**config.mk**
```make
export PLATFORM = sky130hd
export DESIGN_NAME = client_bandwidth_rate_limiter_core
export DESIGN_NICKNAME = d
export VERILOG_FILES = /design/src/rtl/clbrl_pkg.sv /design/src/rtl/clbrl_ctrl.sv /design/src/rtl/clbrl_dp.sv /design/src/rtl/client_bandwidth_rate_limiter_core.sv
export VERILOG_INCLUDE_DIRS = /design/src /design/src/rtl
export SDC_FILE = /design/constraint.sdc
export NUM_CORES = 1
export LEC_CHECK = 0
export BUFFER_PORTS_ARGS = -buffer_cell sky130_fd_sc_hd__buf_2
export CAP_MARGIN = 20
export CORE_ASPECT_RATIO = 1.2
export CORE_MARGIN = 2
export CORE_UTILIZATION = 30
export DETAILED_ROUTE_END_ITERATION = 12
export GPL_TIMING_DRIVEN = 0
export PLACE_DENSITY = 0.5
export REMOVE_ABC_BUFFERS = 1
export SLEW_MARGIN = 20
export SYNTH_ARGS = -nofsm -noshare
export SYNTH_HDL_FRONTEND = slang
export SYNTH_SLANG_ARGS = --single-unit
```
**constraint.sdc**
```tcl
create_clock -name aclk -period 5.5 [get_ports aclk]
set_input_delay 0.55 -clock aclk [delete_from_list [all_inputs] [get_ports aclk]]
set_output_delay 0.55 -clock aclk [all_outputs]
set_load 0.1 [all_outputs]
```
**src/rtl/assert_macros.svh**
```systemverilog
// Assertion macros shared by the RTL. Define ASSERT_OFF to drop them all.
`ifndef ASSERT_MACROS_SVH
`define ASSERT_MACROS_SVH

`ifndef ASSERT_OFF

// The consequent must hold in the same cycle as the antecedent.
`define ASSERT_SAME(name, clk, rstn, ante, cons, msg) \
    name: assert property (@(posedge clk) disable iff (!rstn) (ante) |-> (cons)) \
        else $error(msg);

// The consequent must hold in the cycle after the antecedent.
`define ASSERT_NEXT(name, clk, rstn, ante, cons, msg) \
    name: assert property (@(posedge clk) disable iff (!rstn) (ante) |=> (cons)) \
        else $error(msg);

`else

`define ASSERT_SAME(name, clk, rstn, ante, cons, msg)
`define ASSERT_NEXT(name, clk, rstn, ante, cons, msg)

`endif

`endif

```
**src/rtl/clbrl_pkg.sv**
```systemverilog
package clbrl_pkg;

    localparam int WINDOW_FRAMES = 16;
    localparam int IDX_W         = (WINDOW_FRAMES > 1) ? $clog2(WINDOW_FRAMES) : 1;

    localparam int BYTES_W = 16;
    localparam int RATE_W  = 20;
    localparam int TIME_W  = 32;
    localparam int DELAY_W = 26;
    localparam int TOTAL_W = 20;
    localparam int COUNT_W = 32;

    // The accumulator must hold the full window sum and never be narrower
    // than the reported total, so that saturation can be tested on it.
    localparam int SUM_W = (BYTES_W + IDX_W > TOTAL_W) ? BYTES_W + IDX_W : TOTAL_W;

    localparam int DIV_STEPS = DELAY_W;
    localparam int DIV_CNT_W = $clog2(DIV_STEPS);

    localparam logic [9:0]         MS_PER_SECOND = 10'd1000;
    localparam logic [TOTAL_W-1:0] TOTAL_MAX     = {TOTAL_W{1'b1}};

    localparam int IN_TDATA_W  = 56;
    localparam int OUT_TDATA_W = 80;
    localparam int APB_ADDR_W  = 3;
    localparam int APB_DATA_W  = 32;

    localparam logic [0:0] REG_RATE_LIMIT = 1'b0;

    typedef enum logic [1:0] {
        KIND_CHECK_DROP    = 2'd0,
        KIND_RECORD_SEND   = 2'd1,
        KIND_ADVANCE_FRAME = 2'd2,
        KIND_PACE_QUERY    = 2'd3
    } kind_t;

    typedef enum logic [2:0] {
        ST_IDLE,
        ST_SUM,
        ST_MUL,
        ST_DIV,
        ST_FIN
    } state_t;

    typedef struct packed {
        logic load;
        logic sum_step;
        logic mul;
        logic div_step;
        logic finish;
    } cmd_t;

    typedef struct packed {
        kind_t kind;
        logic  rate_zero;
        logic  sum_last;
        logic  div_last;
        logic  out_busy;
    } status_t;

endpackage

```
**src/rtl/clbrl_ctrl.sv**
```systemverilog
`include "assert_macros.svh"

module clbrl_ctrl
    import clbrl_pkg::*;
(
    input  logic    aclk,
    input  logic    aresetn,
    input  logic    s_tvalid,
    output logic    s_tready,
    input  status_t sts,
    output cmd_t    cmd
);

    state_t state_reg;
    state_t state_next;

    always_ff @(posedge aclk) begin
        if (!aresetn) begin
            state_reg <= ST_IDLE;
        end else begin
            state_reg <= state_next;
        end
    end

    always_comb begin
        state_next = state_reg;
        case (state_reg)
            ST_IDLE: begin
                if (s_tvalid) begin
                    state_next = ST_SUM;
                end
            end
            ST_SUM: begin
                if (sts.sum_last) begin
                    if (sts.kind == KIND_RECORD_SEND && !sts.rate_zero) begin
                        state_next = ST_MUL;
                    end else begin
                        state_next = ST_FIN;
                    end
                end
            end
            ST_MUL: begin
                state_next = ST_DIV;
            end
            ST_DIV: begin
                if (sts.div_last) begin
                    state_next = ST_FIN;
                end
            end
            ST_FIN: begin
                if (!sts.out_busy) begin
                    state_next = ST_IDLE;
                end
            end
            default: begin
                state_next = ST_IDLE;
            end
        endcase
    end

    always_comb begin
        cmd      = '0;
        s_tready = 1'b0;
        case (state_reg)
            ST_IDLE: begin
                s_tready = 1'b1;
                cmd.load = s_tvalid;
            end
            ST_SUM: begin
                cmd.sum_step = 1'b1;
            end
            ST_MUL: begin
                cmd.mul = 1'b1;
            end
            ST_DIV: begin
                cmd.div_step = 1'b1;
            end
            ST_FIN: begin
                cmd.finish = !sts.out_busy;
            end
            default: begin
                cmd = '0;
            end
        endcase
    end

    `ASSERT_NEXT(a_accept_starts_sum, aclk, aresetn, s_tvalid && s_tready, state_reg == ST_SUM, "accepted transfer did not start the window sum")
    `ASSERT_NEXT(a_div_end_finishes, aclk, aresetn, state_reg == ST_DIV && sts.div_last, state_reg == ST_FIN, "division did not hand over to finish")
    `ASSERT_SAME(a_finish_needs_room, aclk, aresetn, cmd.finish, state_reg == ST_FIN && !sts.out_busy, "finish issued while the result register is occupied")
    `ASSERT_NEXT(a_finish_to_idle, aclk, aresetn, cmd.finish, state_reg == ST_IDLE && s_tready, "controller did not return to idle after finish")

endmodule

```
**src/rtl/clbrl_dp.sv**
```systemverilog
module clbrl_dp
    import clbrl_pkg::*;
(
    input  logic                   aclk,
    input  logic                   aresetn,
    input  cmd_t                   cmd,
    output status_t                sts,
    input  logic [RATE_W-1:0]      rate_limit,
    input  logic [1:0]             s_tuser,
    input  logic [IN_TDATA_W-1:0]  s_tdata,
    output logic                   m_tvalid,
    input  logic                   m_tready,
    output logic [OUT_TDATA_W-1:0] m_tdata
);

    // Latched item.
    kind_t              kind_reg;
    logic [BYTES_W-1:0] bytes_reg;
    logic               spawned_reg;
    logic [TIME_W-1:0]  now_reg;

    // Limiter state.
    logic [BYTES_W-1:0] window_reg [WINDOW_FRAMES];
    logic [IDX_W-1:0]   slot_reg;
    logic [COUNT_W-1:0] supp_count_reg;
    logic [TIME_W-1:0]  last_time_reg;
    logic [DELAY_W-1:0] delay_reg;

    // Window sum and divider.
    logic [SUM_W-1:0]     acc_reg;
    logic [IDX_W-1:0]     sum_idx_reg;
    logic [DELAY_W-1:0]   quo_reg;
    logic [RATE_W-1:0]    rem_reg;
    logic [DIV_CNT_W-1:0] div_cnt_reg;

    logic                   out_valid_reg;
    logic [OUT_TDATA_W-1:0] out_data_reg;

    logic               rate_zero;
    logic [RATE_W:0]    rem_shift;
    logic               rem_ge;
    logic [RATE_W-1:0]  rem_next;
    logic               do_suppress;
    logic               do_store;
    logic [COUNT_W-1:0] supp_count_next;
    logic [DELAY_W-1:0] delay_next;
    logic [TIME_W-1:0]  elapsed;
    logic               may_send;
    logic [TOTAL_W-1:0] total_sat;
    logic [IDX_W-1:0]   slot_inc;

    assign rate_zero = (rate_limit == '0);

    assign rem_shift = {rem_reg, quo_reg[DELAY_W-1]};
    assign rem_ge    = (rem_shift >= {1'b0, rate_limit});
    assign rem_next  = rem_ge ? RATE_W'(rem_shift - {1'b0, rate_limit})
                              : rem_shift[RATE_W-1:0];

    assign do_suppress = (kind_reg == KIND_CHECK_DROP) && !rate_zero
                         && (acc_reg > SUM_W'(rate_limit));
    assign do_store    = (kind_reg == KIND_RECORD_SEND) && !rate_zero && spawned_reg;

    assign supp_count_next = do_suppress ? supp_count_reg + 1'b1 : supp_count_reg;
    assign elapsed         = now_reg - last_time_reg;
    assign may_send        = (kind_reg == KIND_PACE_QUERY)
                             && (elapsed >= TIME_W'(delay_reg));
    assign total_sat       = (acc_reg > SUM_W'(TOTAL_MAX)) ? TOTAL_MAX
                                                           : acc_reg[TOTAL_W-1:0];
    assign slot_inc        = (slot_reg == IDX_W'(WINDOW_FRAMES - 1)) ? '0
                                                                      : slot_reg + 1'b1;

    always_comb begin
        delay_next = delay_reg;
        if (kind_reg == KIND_RECORD_SEND) begin
            delay_next = rate_zero ? '0 : quo_reg;
        end
    end

    always_ff @(posedge aclk) begin
        if (cmd.load) begin
            kind_reg    <= kind_t'(s_tuser);
            bytes_reg   <= s_tdata[15:0];
            spawned_reg <= s_tdata[16];
            now_reg     <= s_tdata[48:17];
        end
    end

    always_ff @(posedge aclk) begin
        if (cmd.load) begin
            acc_reg     <= '0;
            sum_idx_reg <= '0;
        end else if (cmd.sum_step) begin
            acc_reg     <= acc_reg + SUM_W'(window_reg[sum_idx_reg]);
            sum_idx_reg <= (sum_idx_reg == IDX_W'(WINDOW_FRAMES - 1)) ? '0
                                                                       : sum_idx_reg + 1'b1;
        end
    end

    // Restoring division of bytes*1000 by the rate, one quotient bit per cycle.
    always_ff @(posedge aclk) begin
        if (cmd.mul) begin
            quo_reg     <= DELAY_W'(bytes_reg) * DELAY_W'(MS_PER_SECOND);
            rem_reg     <= '0;
            div_cnt_reg <= '0;
        end else if (cmd.div_step) begin
            quo_reg     <= {quo_reg[DELAY_W-2:0], rem_ge};
            rem_reg     <= rem_next;
            div_cnt_reg <= div_cnt_reg + 1'b1;
        end
    end

    always_ff @(posedge aclk) begin
        if (!aresetn) begin
            for (int i = 0; i < WINDOW_FRAMES; i++) begin
                window_reg[i] <= '0;
            end
            slot_reg       <= '0;
            supp_count_reg <= '0;
            last_time_reg  <= '0;
            delay_reg      <= '0;
        end else if (cmd.finish) begin
            if (do_suppress) begin
                window_reg[slot_reg] <= '0;
            end else if (do_store) begin
                window_reg[slot_reg] <= bytes_reg;
            end
            if (kind_reg == KIND_ADVANCE_FRAME) begin
                slot_reg <= slot_inc;
            end
            if (kind_reg == KIND_RECORD_SEND) begin
                last_time_reg <= now_reg;
            end
            supp_count_reg <= supp_count_next;
            delay_reg      <= delay_next;
        end
    end

    // The result register lets the next item in while this one waits.
    always_ff @(posedge aclk) begin
        if (!aresetn) begin
            out_valid_reg <= 1'b0;
        end else if (cmd.finish) begin
            out_valid_reg <= 1'b1;
        end else if (m_tready) begin
            out_valid_reg <= 1'b0;
        end
    end

    always_ff @(posedge aclk) begin
        if (cmd.finish) begin
            out_data_reg <= {supp_count_next, may_send, delay_next, total_sat, do_suppress};
        end
    end

    assign m_tvalid = out_valid_reg;
    assign m_tdata  = out_data_reg;

    assign sts.kind      = kind_reg;
    assign sts.rate_zero = rate_zero;
    assign sts.sum_last  = (sum_idx_reg == IDX_W'(WINDOW_FRAMES - 1));
    assign sts.div_last  = (div_cnt_reg == DIV_CNT_W'(DIV_STEPS - 1));
    assign sts.out_busy  = out_valid_reg && !m_tready;

endmodule

```
**src/rtl/client_bandwidth_rate_limiter_core.sv**
```systemverilog
// Each item is summed over the 16 window slots, then a finish step writes the result
// register; record_send with a nonzero rate adds a multiply step and a bit-serial
// divider over the 26 quotient bits in between. A new item is accepted only after
// the finish step, which waits while an unaccepted result occupies the register.
// Reset (aresetn low, synchronous) clears the window, slot index, suppression count,
// last send time, pacing delay, the rate register and any pending result.
module client_bandwidth_rate_limiter_core
    import clbrl_pkg::*;
(
    input  logic                   aclk,
    input  logic                   aresetn,
    // APB configuration port
    input  logic                   psel,
    input  logic                   penable,
    input  logic                   pwrite,
    input  logic [APB_ADDR_W-1:0]  paddr,
    input  logic [APB_DATA_W-1:0]  pwdata,
    output logic [APB_DATA_W-1:0]  prdata,
    output logic                   pready,
    // Input items
    input  logic                   s_tvalid,
    output logic                   s_tready,
    input  logic [1:0]             s_tuser,  // kind
    input  logic [IN_TDATA_W-1:0]  s_tdata,  // packet_bytes, is_spawned, now_ms, zero pad
    // Results
    output logic                   m_tvalid,
    input  logic                   m_tready,
    output logic [OUT_TDATA_W-1:0] m_tdata   // suppressed, window_total, send_delay_ms,
                                             // may_send, suppress_total
);

    logic [RATE_W-1:0] rate_reg;
    logic              cfg_wr;
    cmd_t              cmd;
    status_t           sts;

    assign pready = 1'b1;
    assign cfg_wr = psel && penable && pwrite && pready && (paddr[2] == REG_RATE_LIMIT);

    always_ff @(posedge aclk) begin
        if (!aresetn) begin
            rate_reg <= '0;
        end else if (cfg_wr) begin
            rate_reg <= pwdata[RATE_W-1:0];
        end
    end

    always_comb begin
        prdata = '0;
        if (paddr[2] == REG_RATE_LIMIT) begin
            prdata = APB_DATA_W'(rate_reg);
        end
    end

    clbrl_ctrl u_ctrl (
        .aclk     (aclk),
        .aresetn  (aresetn),
        .s_tvalid (s_tvalid),
        .s_tready (s_tready),
        .sts      (sts),
        .cmd      (cmd)
    );

    clbrl_dp u_dp (
        .aclk       (aclk),
        .aresetn    (aresetn),
        .cmd        (cmd),
        .sts        (sts),
        .rate_limit (rate_reg),
        .s_tuser    (s_tuser),
        .s_tdata    (s_tdata),
        .m_tvalid   (m_tvalid),
        .m_tready   (m_tready),
        .m_tdata    (m_tdata)
    );

endmodule

```
# --- Word-level counts from Yosys, hierarchy flattened ---
# Memory sizes are Yosys's and may differ from the RTL's. A register that Yosys moved wholly into a read port is not among the register bits.
# Index checks and enable logic that the tools add are counted.
word_totals:
  mem_bits_rw: 256
  reg_bits: 324
  input_bits: 100
  mem_count: 1
  output_inout_bits: 115
mem_list:
  columns: ["name", "depth", "word_bits", "rd", "rd_ports_with_merged_regs", "wr", "line_no", "text"]
  rows:
  - ["u_dp.window_reg", 16, 16, 1, 1, 16, "clbrl_dp.sv:23", "logic [BYTES_W-1:0] window_reg [WINDOW_FRAMES];"]
op_classes:
  n_bitwise: 2
  n_eq_ne: 14
  order_cmp: 4
  n_mux: 39
  n_addsub: 7
  multipliers: 1
  reduce_logical: 21
ops:
  columns: ["operator", "n"]
  rows:
  - ["26-bit two-way mux", 4]
  - ["20-bit two-way mux", 2]
  - ["32-bit by 1-bit adder with 32-bit output (second input constant)", 1]
  - ["32-bit by 26-bit >= comparator with 1-bit output", 1]
  - ["16-bit two-way mux", 2]
  - ["32-bit two-way mux", 1]
  - ["32-bit subtractor", 1]
  - ["16-bit by 7-bit multiplier with 23-bit output (second input constant)", 1]
  - ["21-bit by 20-bit >= comparator with 1-bit output", 1]
  - ["20-bit by 16-bit adder with 20-bit output", 1]
  - ["20-bit greater-than comparator", 1]
  - ["20-bit greater-than comparator (second input constant)", 1]
  - ["20-bit zero test", 1]
  - ["4-bit two-way mux", 5]
  - ["20-bit subtractor", 1]
  - ["1-bit two-way mux", 19]
  - ["16-bit OR reduction", 1]
  - ["3-bit two-way mux", 5]
  - ["3-bit case mux with 5 select lines", 1]
  - ["1-bit logical AND", 9]
  - ["4-bit by 1-bit adder with 4-bit output (second input constant)", 2]
  - ["4-bit equality test (second input constant)", 2]
  - ["2-bit inequality test (second input constant)", 4]
  - ["3-bit by 2-bit equality test with 1-bit output (second input constant)", 2]
  - ["other kinds (14)", 19]

# --- Longest topological paths before layout ---
# Gate-level depths: netlist of run 1.
logic_depth:
  word_depth: 12
  mapped_depth: 19

# --- Modules after synthesis ---
# From an unflattened synthesis of run 1, not the netlist that was laid out.
unflattened:
  cells_unflattened: 2806
  hier_area_um2: 30967.2
by_module_without_submodules:
  columns: ["module", "instances", "seq_area_each_um2", "cells_per_inst", "area_each_um2"]
  rows:
  - ["clbrl_dp", 1, 15334.7, 2656, 29693.5]
  - ["client_bandwidth_rate_limiter_core", 1, 400.4, 125, 1041.0]
  - ["clbrl_ctrl", 1, 60.1, 25, 232.7]

# --- Worst setup path after synthesis of run 1 ---
# No wires, ideal clock.
synth_path:
  path_kind: "register -> register"
  start: "reg u_ctrl.state_reg[0]"
  end: "reg u_dp.bytes_reg[0] (enable)"
  slack_ps: 308
  arrival_time_ps: 4756
  path_stages_with_launch: 6
  setup_time_ps: 435
  n_path_buf: 3
  path_cell_list: "dfxtp_1 clkbuf_1 nor3_1 and2_1 clkbuf_1 clkbuf_1"
synth_lines:
  columns: ["item", "line_no", "text"]
  rows:
  - ["start: declaration", "clbrl_ctrl.sv:14", "state_t state_reg;"]
  - ["start signal: assignment", "clbrl_ctrl.sv:21", "state_reg <= state_next;"]
  - ["end signal: assignment", "clbrl_dp.sv:82", "bytes_reg <= s_tdata[15:0];"]
  - ["end: declaration", "clbrl_dp.sv:18", "logic [BYTES_W-1:0] bytes_reg;"]

# --- Worst setup path in the final report of run 1 ---
layout_path:
  start: "reg u_dp.bytes_reg[6]"
  end: "reg u_dp.quo_reg[24], data pin"
layout_via:
  elab_chain_cells: 2
layout_lines:
  columns: ["item", "line_no", "text"]
  rows:
  - ["16-bit by 7-bit multiplier with 23-bit output", "clbrl_dp.sv:102", "quo_reg <= DELAY_W'(bytes_reg) * DELAY_W'(MS_PER_SECOND);"]
  - ["26-bit two-way mux", "clbrl_dp.sv:101", "if (cmd.mul) begin"]
  - ["end signal: assignment", "clbrl_dp.sv:102", null]
  - ["end signal: assignment", "clbrl_dp.sv:106", "quo_reg <= {quo_reg[DELAY_W-2:0], rem_ge};"]
  - ["end: declaration", "clbrl_dp.sv:32", "logic [DELAY_W-1:0] quo_reg;"]
# Every way passes these cells.
# A chain may end at the register's enable or synchronous reset.

==> results of run 1 <==
[how the worst max path moves through the flow]
stage	start	end	slack, ns	cells past startpoint
detailed placement	u_dp.bytes_reg[4]$_DFFE_PP_	u_dp.quo_reg[24]$_DFFE_PP_	0.10	17
CTS	u_dp.bytes_reg[0]$_DFFE_PP_	u_dp.quo_reg[23]$_DFFE_PP_	0.08	16
global placement	register	u_dp.acc_reg[16]$_SDFFE_PP0P_	-2.98	13
finish	u_dp.bytes_reg[6]$_DFFE_PP_	u_dp.quo_reg[24]$_DFFE_PP_	0.36	17
global route	u_dp.bytes_reg[6]$_DFFE_PP_	u_dp.quo_reg[22]$_DFFE_PP_	0.01	17
floorplan	register	u_dp.acc_reg[16]$_SDFFE_PP0P_	-0.79	15
[logic make-up after synthesis]
kind of cell / Yosys count / share of synthesized area, %
adder cells (fa/ha/maj): 231 / 10.8
AO/OA/AOI/OAI: 452 / 9.53
XOR/XNOR: 133 / 3.79
AND/OR/NAND/NOR: 918 / 13.3
buffers and inverters: 356 / 4.58
multiplexers: 103 / 6.61
other: 2 / 0.0244
flip-flops: 584 / 51.3
[cells in the final DEF, fill, tap and decap left out, types with 61 or more instances in the layout]
| master | n |
|---|---|
| xnor2_1 | 95 |
| mux4_2 | 80 |
| buf_2 | 179 |
| nand3_1 | 82 |
| edfxtp_1 | 410 |
| dfxtp_1 | 170 |
| nand2_1 | 301 |
| nor2_1 | 329 |
| inv_1 | 189 |
| a21oi_1 | 102 |
| ha_1 | 170 |
| clkbuf_16 | 61 |
| o21ai_0 | 97 |
[through the flow]
step / setup slack [ns] / utilization [%] / hold WS (ns)
finish: 0.361 / 35.5 / 0.0573
global route: 0.00957 / 35.5 / 0.0281
CTS: 0.0831 / 35.4 / 0.0239
detailed placement: 0.104 / 33.4 / 0.454
global placement: -2.98 / 32.2 / 0.455
floorplan: -0.789 / - / 0.442
[cell type report]
| cell class | count | area [µm²] | share of cell area [%] |
|---|---|---|---|
| Sequential cell | 584 | 15800 | 43.8 |
| Multi-Input combinational cell | 1850 | 13900 | 38.5 |
| Timing Repair Buffer | 234 | 1930 | 5.34 |
| Tap cell | 1365 | 1710 | 4.74 |
| Clock buffer | 76 | 1590 | 4.42 |
| Inverter | 190 | 718 | 1.99 |
| Clock inverter | 36 | 428 | 1.19 |
| Antenna cell | 2 | 5.00 | 0.0139 |
[metal layers]
layer  part of all wire, %  global-route usage, %  up-vias
met1                    42                   19.9    10100
met2                    51                   28.7      424
met5                 0.027                      0        -
met3                   4.7                   1.91      106
li1                      -                      -    10100
met4                   2.4                   4.24        4
[synth_stat cells, types with 80 or more instances]
cell type / instances / area, µm²
edfxtp_1: 410 / 12300
nor2_1: 331 / 1240
nand2_1: 302 / 1130
inv_1: 190 / 713
dfxtp_1: 174 / 3480
ha_1: 174 / 2180
clkbuf_1: 129 / 484
a21oi_1: 118 / 591
o21ai_0: 97 / 485
xnor2_1: 95 / 832
nand3_1: 85 / 425
mux4_2: 80 / 1800
[report_power, final]
group          leakage, nW  switching [W]  total [W]  internal (W)
Sequential            5.40       0.000239    0.00519       0.00495
Clock                0.975        0.00185    0.00424       0.00239
Combinational         6.81        0.00259    0.00447       0.00188
[repair_timing]
item	in CTS	in global routing
hold buffers	2	0
resized for setup	0	1
setup buffers	0	13
hold endpoints to repair	2	0
endpoints found under the setup margin	0	5
==> run metrics, run 1 <==
status=complete, no violations; final setup vio count=0; Worst Path Buf+Inv=2; largest net degree at the start of global routing=76; PwrDens=between 300 and 400 mW/mm²; Die Y=roughly 350 µm; clock sinks=between 500 and 600; Final Instance Area=between 0.03 and 0.04 mm²; reg-to-reg slack, setup=about 0.36 ns; Skew-Pair Late Insertion Delay=roughly 0.70 ns; max reg flops=around 260; Total Nets Final=3,252; most used cell, CP=fa_1; FF-to-FF path depth=17; Hold Path Class=in2reg; layout cells sized above 1=15.3%; Ys Warns=0; Leak=13.2 nW; Avg Cell Area, Syn=11.1 µm²; Ports=between 200 and 250; starting density of the core=a little under a third; routed vias/inst=approximately 4.8; GR Util All Layers=between 15 and 20%; CP arrival=about 5.5 ns; Netlist cell types=about 80; final cell count without fillers=roughly 4,300; CP max stage cell=edfxtp_1; Die ar.=around 0.11 mm²; final hold viol count=0; CTS tree=done; Placed Cells incl. Taps=around 4,200; Hold Path Depth=1; Detail Route Antenna Nets=0; Final TNS setup=0 ns; Root Driver=clkbuf_16; via count of the first global-routing pass=between 20,000 and 25,000; Required @ worst endpoint=5.86 ns; Filler Cell Count=approximately 10,000; origin of the worst min-delay path=s_tdata[11]; Mapped Area=~0.031 mm²; most common flop cell mapped by yosys=edfxtp_1; sequential-to-total area share from yosys stat=51.3%; Top delay family on crit path=adder cells; FF-to-FF End=u_dp.quo_reg[24]$_DFFE_PP_; skew final=about 0.065 ns; Port-buffer cells=180; CTS Buffer Depth=3; delay of the slowest cell on the worst path=roughly 0.55 ns; worst-margin pin slew=between 1 and 1.5 ns; Relative slew margins=roughly a third; reg2reg start=u_dp.bytes_reg[6]$_DFFE_PP_; final worst path period share=about 93%; CTS HTree Levels=2; maximum capacitance violations=0; drt pass-1 iters=6; Hold EP=u_dp.bytes_reg[11]$_DFFE_PP_; Post-route DRC=0; Synth Register Bits=slightly below 600; crit path max fanout=7; Post-synth ARST share=0%; Worst-path clk slew=roughly 0.060 ns; Highest Clock Rate=~0.19 GHz; remaining global-route overflow=0; Period minus WS final=~5.1 ns; WL final=between 80 and 90 mm; Die Width=just under 300 µm; cells after synthesis=~2,800; Crit. End Element=register; CP Launch Type=register; gpl congestion=about 0.81; area delta synth->final=17.2%; initial antenna violation count=6; Post-synth EDFFs=410; Slew Viols, Final=0; Setup CP Type=reg2reg; Max IR drop VDD=0.000313 V; RSZ-0062 raised after global routing=no; wire length per cell=between 15 and 20 µm; Core ar.=roughly 0.10 mm²; DP HPWL=around 60 mm; first-pass GRT wire length=~130 mm; initial DRC count=~1,200; Placed Area=about 0.034 mm²; Critical Path, Cell by Cell=inv_1 -> fa_1 -> fa_1 -> fa_1 -> fa_1 -> inv_1 -> ha_1 -> a21o_1 -> a21oi_1 -> nor2_1 -> nor2_1 -> o21ai_0 -> a31oi_1 -> o211ai_1 -> a31oi_1 -> xor2_1 -> o21ai_0; total vias in the final route=about 21,000; TritonCTS Buffers=around 60; row count=~130; total power=between 0.01 and 0.015 W
Power figures use the tool's default switching activity.
==> inputs of run 2 (changes only) <==
--- a/config.mk
+++ b/config.mk
@@ -8,12 +8,14 @@
 export LEC_CHECK = 0
 export BUFFER_PORTS_ARGS = -buffer_cell sky130_fd_sc_hd__buf_2
 export CAP_MARGIN = 20
+export CELL_PAD_IN_SITES_DETAIL_PLACEMENT = 1
+export CELL_PAD_IN_SITES_GLOBAL_PLACEMENT = 1
 export CORE_ASPECT_RATIO = 1.2
 export CORE_MARGIN = 2
 export CORE_UTILIZATION = 30
 export DETAILED_ROUTE_END_ITERATION = 12
 export GPL_TIMING_DRIVEN = 0
-export PLACE_DENSITY = 0.5
+export PLACE_DENSITY = 0.59
 export REMOVE_ABC_BUFFERS = 1
 export SLEW_MARGIN = 20
 export SYNTH_ARGS = -nofsm -noshare
==> run 2 against run 1 <==
  * Clock power up 2%
  * Clock-buffer cell count down 4
  * Wire length up 3.1%
  * Combinational power about the same
  * Power up 0.99%
  * Clock skew down 0.0080 ns
  * Via count up 1.5%
  * Final cell count down 0.30%
  * Sequential share of layout area up 0.13 points
  * First-iteration DRC count down 6.8%
  * Largest power group unchanged
==> run metrics, run 2 (synthesis results as in run 1) <==
Die ar.=0.105 mm² (unchanged); GR Util All Layers=16.5% (was 15.9%); crit path max fanout=7 (unchanged); drt pass-1 iters=5 (was 6); maximum capacitance violations=0 (unchanged); starting density of the core=30.3% (unchanged); Relative slew margins=29.4% (was 32.1%); n_diodes=0 (was 2); Port-buffer cells=180 (unchanged); wire length per cell=20.1 µm (was 19.5 µm); most frequent cells in the layout=410 x edfxtp_1, 328 x nor2_1, 301 x nand2_1 (was 410 x edfxtp_1, 329 x nor2_1, 301 x nand2_1); Total Nets Final=3,238 (was 3,252); Skew-Pair Late Insertion Delay=0.69 ns (was 0.70 ns); Max IR drop VDD=0.000274 V (was 0.000313 V); routed vias/inst=4.85 (was 4.77); Post-CTS Hold Buffers=0 (was 2); total vias in the final route=21,000 (was 20,700); PwrDens=390 mW/mm² (was 385 mW/mm²); Post-route DRC=0 (unchanged); Setup CP Type=reg2reg (unchanged); hold slack final=0.0654 ns (was 0.0573 ns); Filler Cell Count=11,200 (was 10,100); Ports=215 (unchanged); Die Width=296 µm (unchanged); clock sinks=584 (unchanged); final setup vio count=0 (unchanged); first-pass GRT wire length=134 mm (was 126 mm); CP arrival=5.54 ns (was 5.50 ns); final worst path period share=93.8% (was 93.4%); area delta synth->final=16.8% (was 17.2%); RSZ-0062 raised after global routing=no (unchanged); final cell count without fillers=4,324 (was 4,337); CTS HTree Levels=2 (unchanged); Leak=13.1 nW (was 13.2 nW); TritonCTS Buffers=61 (unchanged); Hold Path Class=in2reg (unchanged); CP Launch Type=register (unchanged); most common cell after layout, fill and taps aside=edfxtp_1 (unchanged); Placed Cells incl. Taps=4,206 (was 4,207); remaining global-route overflow=0 (unchanged); Detail Route Antenna Nets=0 (unchanged); gpl congestion=0.805 (was 0.806); Highest Clock Rate=0.194 GHz (was 0.195 GHz); row count=128 (unchanged); initial antenna violation count=6 (unchanged); via count of the first global-routing pass=22,200 (was 20,600); Required @ worst endpoint=5.88 ns (was 5.86 ns); final hold viol count=0 (unchanged); largest net degree at the start of global routing=74 (was 76); Period minus WS final=5.16 ns (was 5.14 ns); WL final=87.0 mm (was 84.4 mm); final core occ=35.4% (was 35.5%); max reg flops=256 (unchanged); initial DRC count=1,157 (was 1,241); CTS Buffer Depth=3 (unchanged); Crit. End Element=register (unchanged); status=complete, no violations (unchanged); CTS tree=done (unchanged); DP HPWL=63.6 mm (was 60.3 mm); skew final=0.0570 ns (was 0.0650 ns); worst-margin pin slew=1.06 ns (was 1.01 ns); layout cells sized above 1=15.4% (was 15.3%); Worst-path clk slew=0.06 ns (about the same); Core ar.=0.102 mm² (unchanged); Root Driver=clkbuf_16 (unchanged); Die Y=355 µm (unchanged); Slew Viols, Final=0 (unchanged)
run 2: metal layers:
metal  GRT usage (%)  vias up  routed length, µm
met1            20.4    10500              37200
met3            2.05      134               2850
met2            29.7      307              44100
li1                -    10000                  -
met4            5.34       12               2760
met5               0        -                 72
run 2: worst paths after layout:
check / startpoint / to / slack [ns] / cells past startpoint
worst max register to register: u_dp.bytes_reg[5]$_DFFE_PP_ / u_dp.quo_reg[24]$_DFFE_PP_ / 0.34 / 17
worst max-delay path: u_dp.bytes_reg[5]$_DFFE_PP_ / u_dp.quo_reg[24]$_DFFE_PP_ / 0.34 / 17
worst min-delay path: s_tdata[14] / u_dp.bytes_reg[14]$_DFFE_PP_ / 0.07 / 1
worst min register to register: u_dp.last_time_reg[4]$_SDFFE_PN0P_ / u_dp.last_time_reg[4]$_SDFFE_PN0P_ / 0.46 / 2
run 2: layout make-up:
cell class,count,area (µm²),share of cell area (%)
inverters,190,718,2.00
flip-flops and latches,584,15800,44.0
clock buffers,72,1600,4.45
well taps,1365,1710,4.75
repair buffers,220,1730,4.82
clock inverters,43,500,1.39
multi-input cells,1850,13900,38.6
run 2: worst max-delay path, cell delays in order, from the launching register on:
cell      delay, ns
edfxtp_1       0.55
inv_1          0.30
fa_1           0.50
fa_1           0.55
fa_1           0.44
fa_1           0.51
inv_1          0.04
ha_1           0.36
a21o_1         0.18
a21oi_1        0.15
nor2_1         0.05
nor2_1         0.10
o21ai_0        0.17
a31oi_2        0.33
o211ai_1       0.15
a31oi_1        0.23
xor2_1         0.17
o21ai_0        0.09
run 2: report_power, final:
part	leakage [nW]	total [W]	internal, W	switching, W
Combinational	6.72	0.00449	0.00189	0.00260
Clock	1.00	0.00434	0.00247	0.00187
Sequential	5.40	0.00521	0.00495	0.000261
run 2: timing repair:
item / 4_1_cts / 5_1_grt
endpoints found under the setup margin: 0 / 7
buffers inserted: 0 / 3
gates resized for setup: 0 / 6
run 2: per-stage QoR:
stage | area [µm²] | power, W | worst slack [ns] | setup TNS (ns)
floorplan | 30100 | 0.00860 | -0.789 | -4.88
global placement | 32700 | 0.00972 | -2.92 | -1375.71
detailed placement | 33800 | 0.00982 | 0.137 | 0
CTS | 35900 | 0.0142 | 0.103 | 0
global route | 35900 | 0.0149 | 0.0162 | 0
finish | 35900 | 0.0140 | 0.343 | 0
==> inputs of run 3 (changes only) <==
--- a/config.mk
+++ b/config.mk
@@ -6,6 +6,7 @@
 export SDC_FILE = /design/constraint.sdc
 export NUM_CORES = 1
 export LEC_CHECK = 0
+export ABC_AREA = 1
 export BUFFER_PORTS_ARGS = -buffer_cell sky130_fd_sc_hd__buf_2
 export CAP_MARGIN = 20
 export CELL_PAD_IN_SITES_DETAIL_PLACEMENT = 1
@@ -15,7 +16,7 @@
 export CORE_UTILIZATION = 30
 export DETAILED_ROUTE_END_ITERATION = 12
 export GPL_TIMING_DRIVEN = 0
-export PLACE_DENSITY = 0.59
+export PLACE_DENSITY = 0.6
 export REMOVE_ABC_BUFFERS = 1
 export SLEW_MARGIN = 20
 export SYNTH_ARGS = -nofsm -noshare
==> run 3 against run 2 <==
  * Clock skew fell by 0.021 ns
  * Flip-flop and latch count did not move
  * Sequential power rose by 14%
  * Worst setup slack improved by 0.047 ns
  * First-iteration DRC count fell by 11%
  * Sequential share of layout area fell by 1.6 points
  * Die area rose by 6.0%
  * Critical endpoint is now u_dp.window_reg[12][11]$_SDFFCE_PN0P_
==> run metrics, run 3 <==
starting density of the core=30.3% (about the same); worst-margin pin slew=0.937 ns (was 1.06 ns); Netlist cell types=50 (was 78); Int Pwr=0.0124 W (was 0.00930 W); Total Nets Final=4,084 (was 3,238); Ys Warns=0 (unchanged); P_sw=0.0111 W (was 0.00474 W); status=complete, no violations (unchanged); Avg Cell Area, Syn=8.94 µm² (was 11.1 µm²); Post-CTS Hold Buffers=0 (unchanged); Max IR drop VDD=0.000686 V (was 0.000274 V); top post-synthesis cells by count=623 x nand2_1, 468 x inv_1, 430 x nor2_1 (was 410 x edfxtp_1, 331 x nor2_1, 302 x nand2_1); maximum capacitance violations=0 (unchanged); crit path max fanout=28 (was 7); Leak=15.3 nW (was 13.1 nW); Detail Route Antenna Nets=0 (unchanged); final hold viol count=0 (unchanged); via count of the first global-routing pass=26,300 (was 22,200); flip-flop and latch area=0.0158 mm² (about the same); drt pass-1 iters=4 (was 5); reg-to-reg slack, setup=0.39 ns (was 0.34 ns); GR Util All Layers=17.3% (was 16.5%); Period minus WS final=5.11 ns (was 5.16 ns); Worst-path clk slew=0.06 ns (about the same); first-pass GRT wire length=150 mm (was 134 mm); row count=132 (was 128); Required @ worst endpoint=5.78 ns (was 5.88 ns); Placed Cells incl. Taps=5,088 (was 4,206); Core ar.=0.108 mm² (was 0.102 mm²); skew final=0.0361 ns (was 0.0570 ns); Synth area leaders=edfxtp_1 38%, dfxtp_1 11%, nand2_1 7.2% (was edfxtp_1 40%, dfxtp_1 11%, ha_1 7.1%); Synth Register Bits=584 (unchanged); remaining global-route overflow=0 (unchanged); total vias in the final route=25,400 (was 21,000); Crit. End Element=register (unchanged); hold slack final=0.0676 ns (was 0.0654 ns); CP arrival=5.39 ns (was 5.54 ns); clock share of power=19.9% (was 30.9%); Die Y=365 µm (was 355 µm); final core occ=34.6% (was 35.4%); wire length per cell=18.6 µm (was 20.1 µm); initial antenna violation count=8 (was 6); Skew-Pair Late Insertion Delay=0.67 ns (was 0.69 ns); Ports=215 (unchanged); Slew Viols, Final=0 (unchanged); footprint of the multi-input gates=0.0143 mm² (was 0.0139 mm²); Mapped Area=0.0326 mm² (was 0.0308 mm²); WL final=96.8 mm (was 87.0 mm); top cell type by total area after synthesis=edfxtp_1 (unchanged); Setup CP Type=reg2reg (unchanged); final setup vio count=0 (unchanged); cells after synthesis=3,651 (was 2,779); Post-route DRC=0 (unchanged); Sw Share=47.2% (was 33.7%); post-synth top area share=37.7% (was 40.0%); Root Driver=clkbuf_16 (unchanged); routed vias/inst=4.88 (was 4.85); final cell count without fillers=5,216 (was 4,324); most frequent cells in the layout=620 x nand2_1, 466 x inv_1, 424 x nor2_1 (was 410 x edfxtp_1, 328 x nor2_1, 301 x nand2_1); Seq pwr share=25.4% (was 37.1%); Post-synth EDFFs=410 (unchanged); max reg flops=256 (unchanged); Die ar.=0.111 mm² (was 0.105 mm²); sequential-to-total area share from yosys stat=48.4% (was 51.3%); Relative slew margins=37.2% (was 29.4%); count leader, synth=nand2_1 (was edfxtp_1); RSZ-0062 raised after global routing=no (unchanged); layout cells sized above 1=9.30% (was 15.4%); DP HPWL=69.1 mm (was 63.6 mm); clock sinks=584 (unchanged); CTS Buffer Depth=3 (unchanged); CTS tree=done (unchanged); CP Launch Type=register (unchanged); Highest Clock Rate=0.196 GHz (was 0.194 GHz); largest net degree at the start of global routing=66 (was 74); area delta synth->final=14.4% (was 16.8%); total power=0.0234 W (was 0.0140 W); final worst path period share=92.9% (was 93.8%); CTS HTree Levels=3 (was 2); Port-buffer cells=180 (unchanged); initial DRC count=1,032 (was 1,157); TritonCTS Buffers=70 (was 61); most common flop cell mapped by yosys=edfxtp_1 (unchanged); PwrDens=627 mW/mm² (was 390 mW/mm²); Die Width=305 µm (was 296 µm); Filler Cell Count=12,600 (was 11,200); gpl congestion=0.820 (was 0.805); Hold Path Class=in2reg (unchanged); Post-synth ARST share=0% (unchanged); most common cell after layout, fill and taps aside=nand2_1 (was edfxtp_1); combinational power share=54.6% (was 32.0%)
-- run 3: cell types whose count changed in the layout (fill, tap and decap cells not counted), moves of 58 or more --
| cell | delta |
|---|---|
| mux4_2 | -80 |
| inv_1 | +278 |
| xnor2_1 | -78 |
| nand3_1 | +90 |
| o211ai_1 | +60 |
| a21oi_1 | +188 |
| o21ai_0 | +146 |
| nor2_1 | +96 |
| a21boi_0 | -58 |
| nand2_1 | +319 |
-- run 3: path summary, 6_finish.rpt --
kind                                            start                               endpoint  cells past startpoint
setup / recovery           u_dp.kind_reg[1]$_DFFE_PP_  u_dp.window_reg[12][11]$_SDFFCE_PN0P_                      7
hold / removal                            s_tdata[35]             u_dp.now_reg[18]$_DFFE_PP_                      1
setup reg to reg           u_dp.kind_reg[1]$_DFFE_PP_  u_dp.window_reg[12][11]$_SDFFCE_PN0P_                      7
hold reg to reg   u_dp.last_time_reg[23]$_SDFFE_PN0P_    u_dp.last_time_reg[23]$_SDFFE_PN0P_                      2
-- run 3: stage by stage --
stage               setup WS, ns   TNS, ns  cell area, µm²
finish                     0.390         0           37300
global route             0.00957         0           37300
CTS                        0.303         0           37300
detailed placement         0.311         0           35100
global placement           -4.13  -1228.27           34500
floorplan                  -1.11    -24.39           31900
-- run 3: logic make-up (layout without fill, tap and decap cells) --
| kind of cell | count (synthesis) | after routing | synth area share (%) |
|---|---|---|---|
| simple gates | 1331 | 1331 | 17.2 |
| compound gates | 699 | 699 | 12.0 |
| buf+inv | 657 | 803 | 7.93 |
| flops | 584 | 584 | 48.4 |
| fa+ha+maj | 231 | 231 | 10.2 |
| xor+xnor | 83 | 83 | 2.23 |
| mux | 64 | 64 | 1.96 |
| other cells | 2 | 14 | 0.0230 |
-- run 3: timing repair --
item / CTS / global route
resized for setup: 0 / 1
setup buffers: 0 / 0
endpoints found under the setup margin: 0 / 1
-- run 3: layout make-up --
| cell class | instances | area share [%] |
|---|---|---|
| Antenna cell | 1 | 0.00670 |
| Clock buffer | 98 | 5.31 |
| Clock inverter | 29 | 0.741 |
| Inverter | 475 | 4.79 |
| Multi-Input combinational cell | 2421 | 38.4 |
| Sequential cell | 584 | 42.3 |
| Tap cell | 1407 | 4.71 |
| Timing Repair Buffer | 201 | 3.70 |
-- run 3: power by group through the flow --
stage | sequential, W | clock, W | combinational (W)
5_1_grt | 0.00605 | 0.00495 | 0.0146
3_5_place_dp | 0.00607 | 0 | 0.0130
2_1_floorplan | 0.00705 | 0 | 0.00832
6_report | 0.00596 | 0.00466 | 0.0128
4_1_cts | 0.00598 | 0.00480 | 0.0130
3_3_place_gp | 0.00631 | 0 | 0.0124
-- run 3: routing by layer --
metal | GRT usage, % | part of all wire (%) | up-vias
met1 | 21.8 | 45 | 12500
met2 | 30.4 | 48 | 372
met3 | 2.83 | 3.8 | 118
met4 | 5.54 | 2.5 | 8
met5 | 0 | 0.057 | -
li1 | - | - | 12400
-- run 3: critical path: stages (launching register included) --
cell      delay [ns]
edfxtp_1        0.46
nor2_4          0.58
nand2_1         0.41
inv_1           0.65
nand3_2         0.19
nand2_2         0.55
nand3_1         0.84
nand2_1         1.00
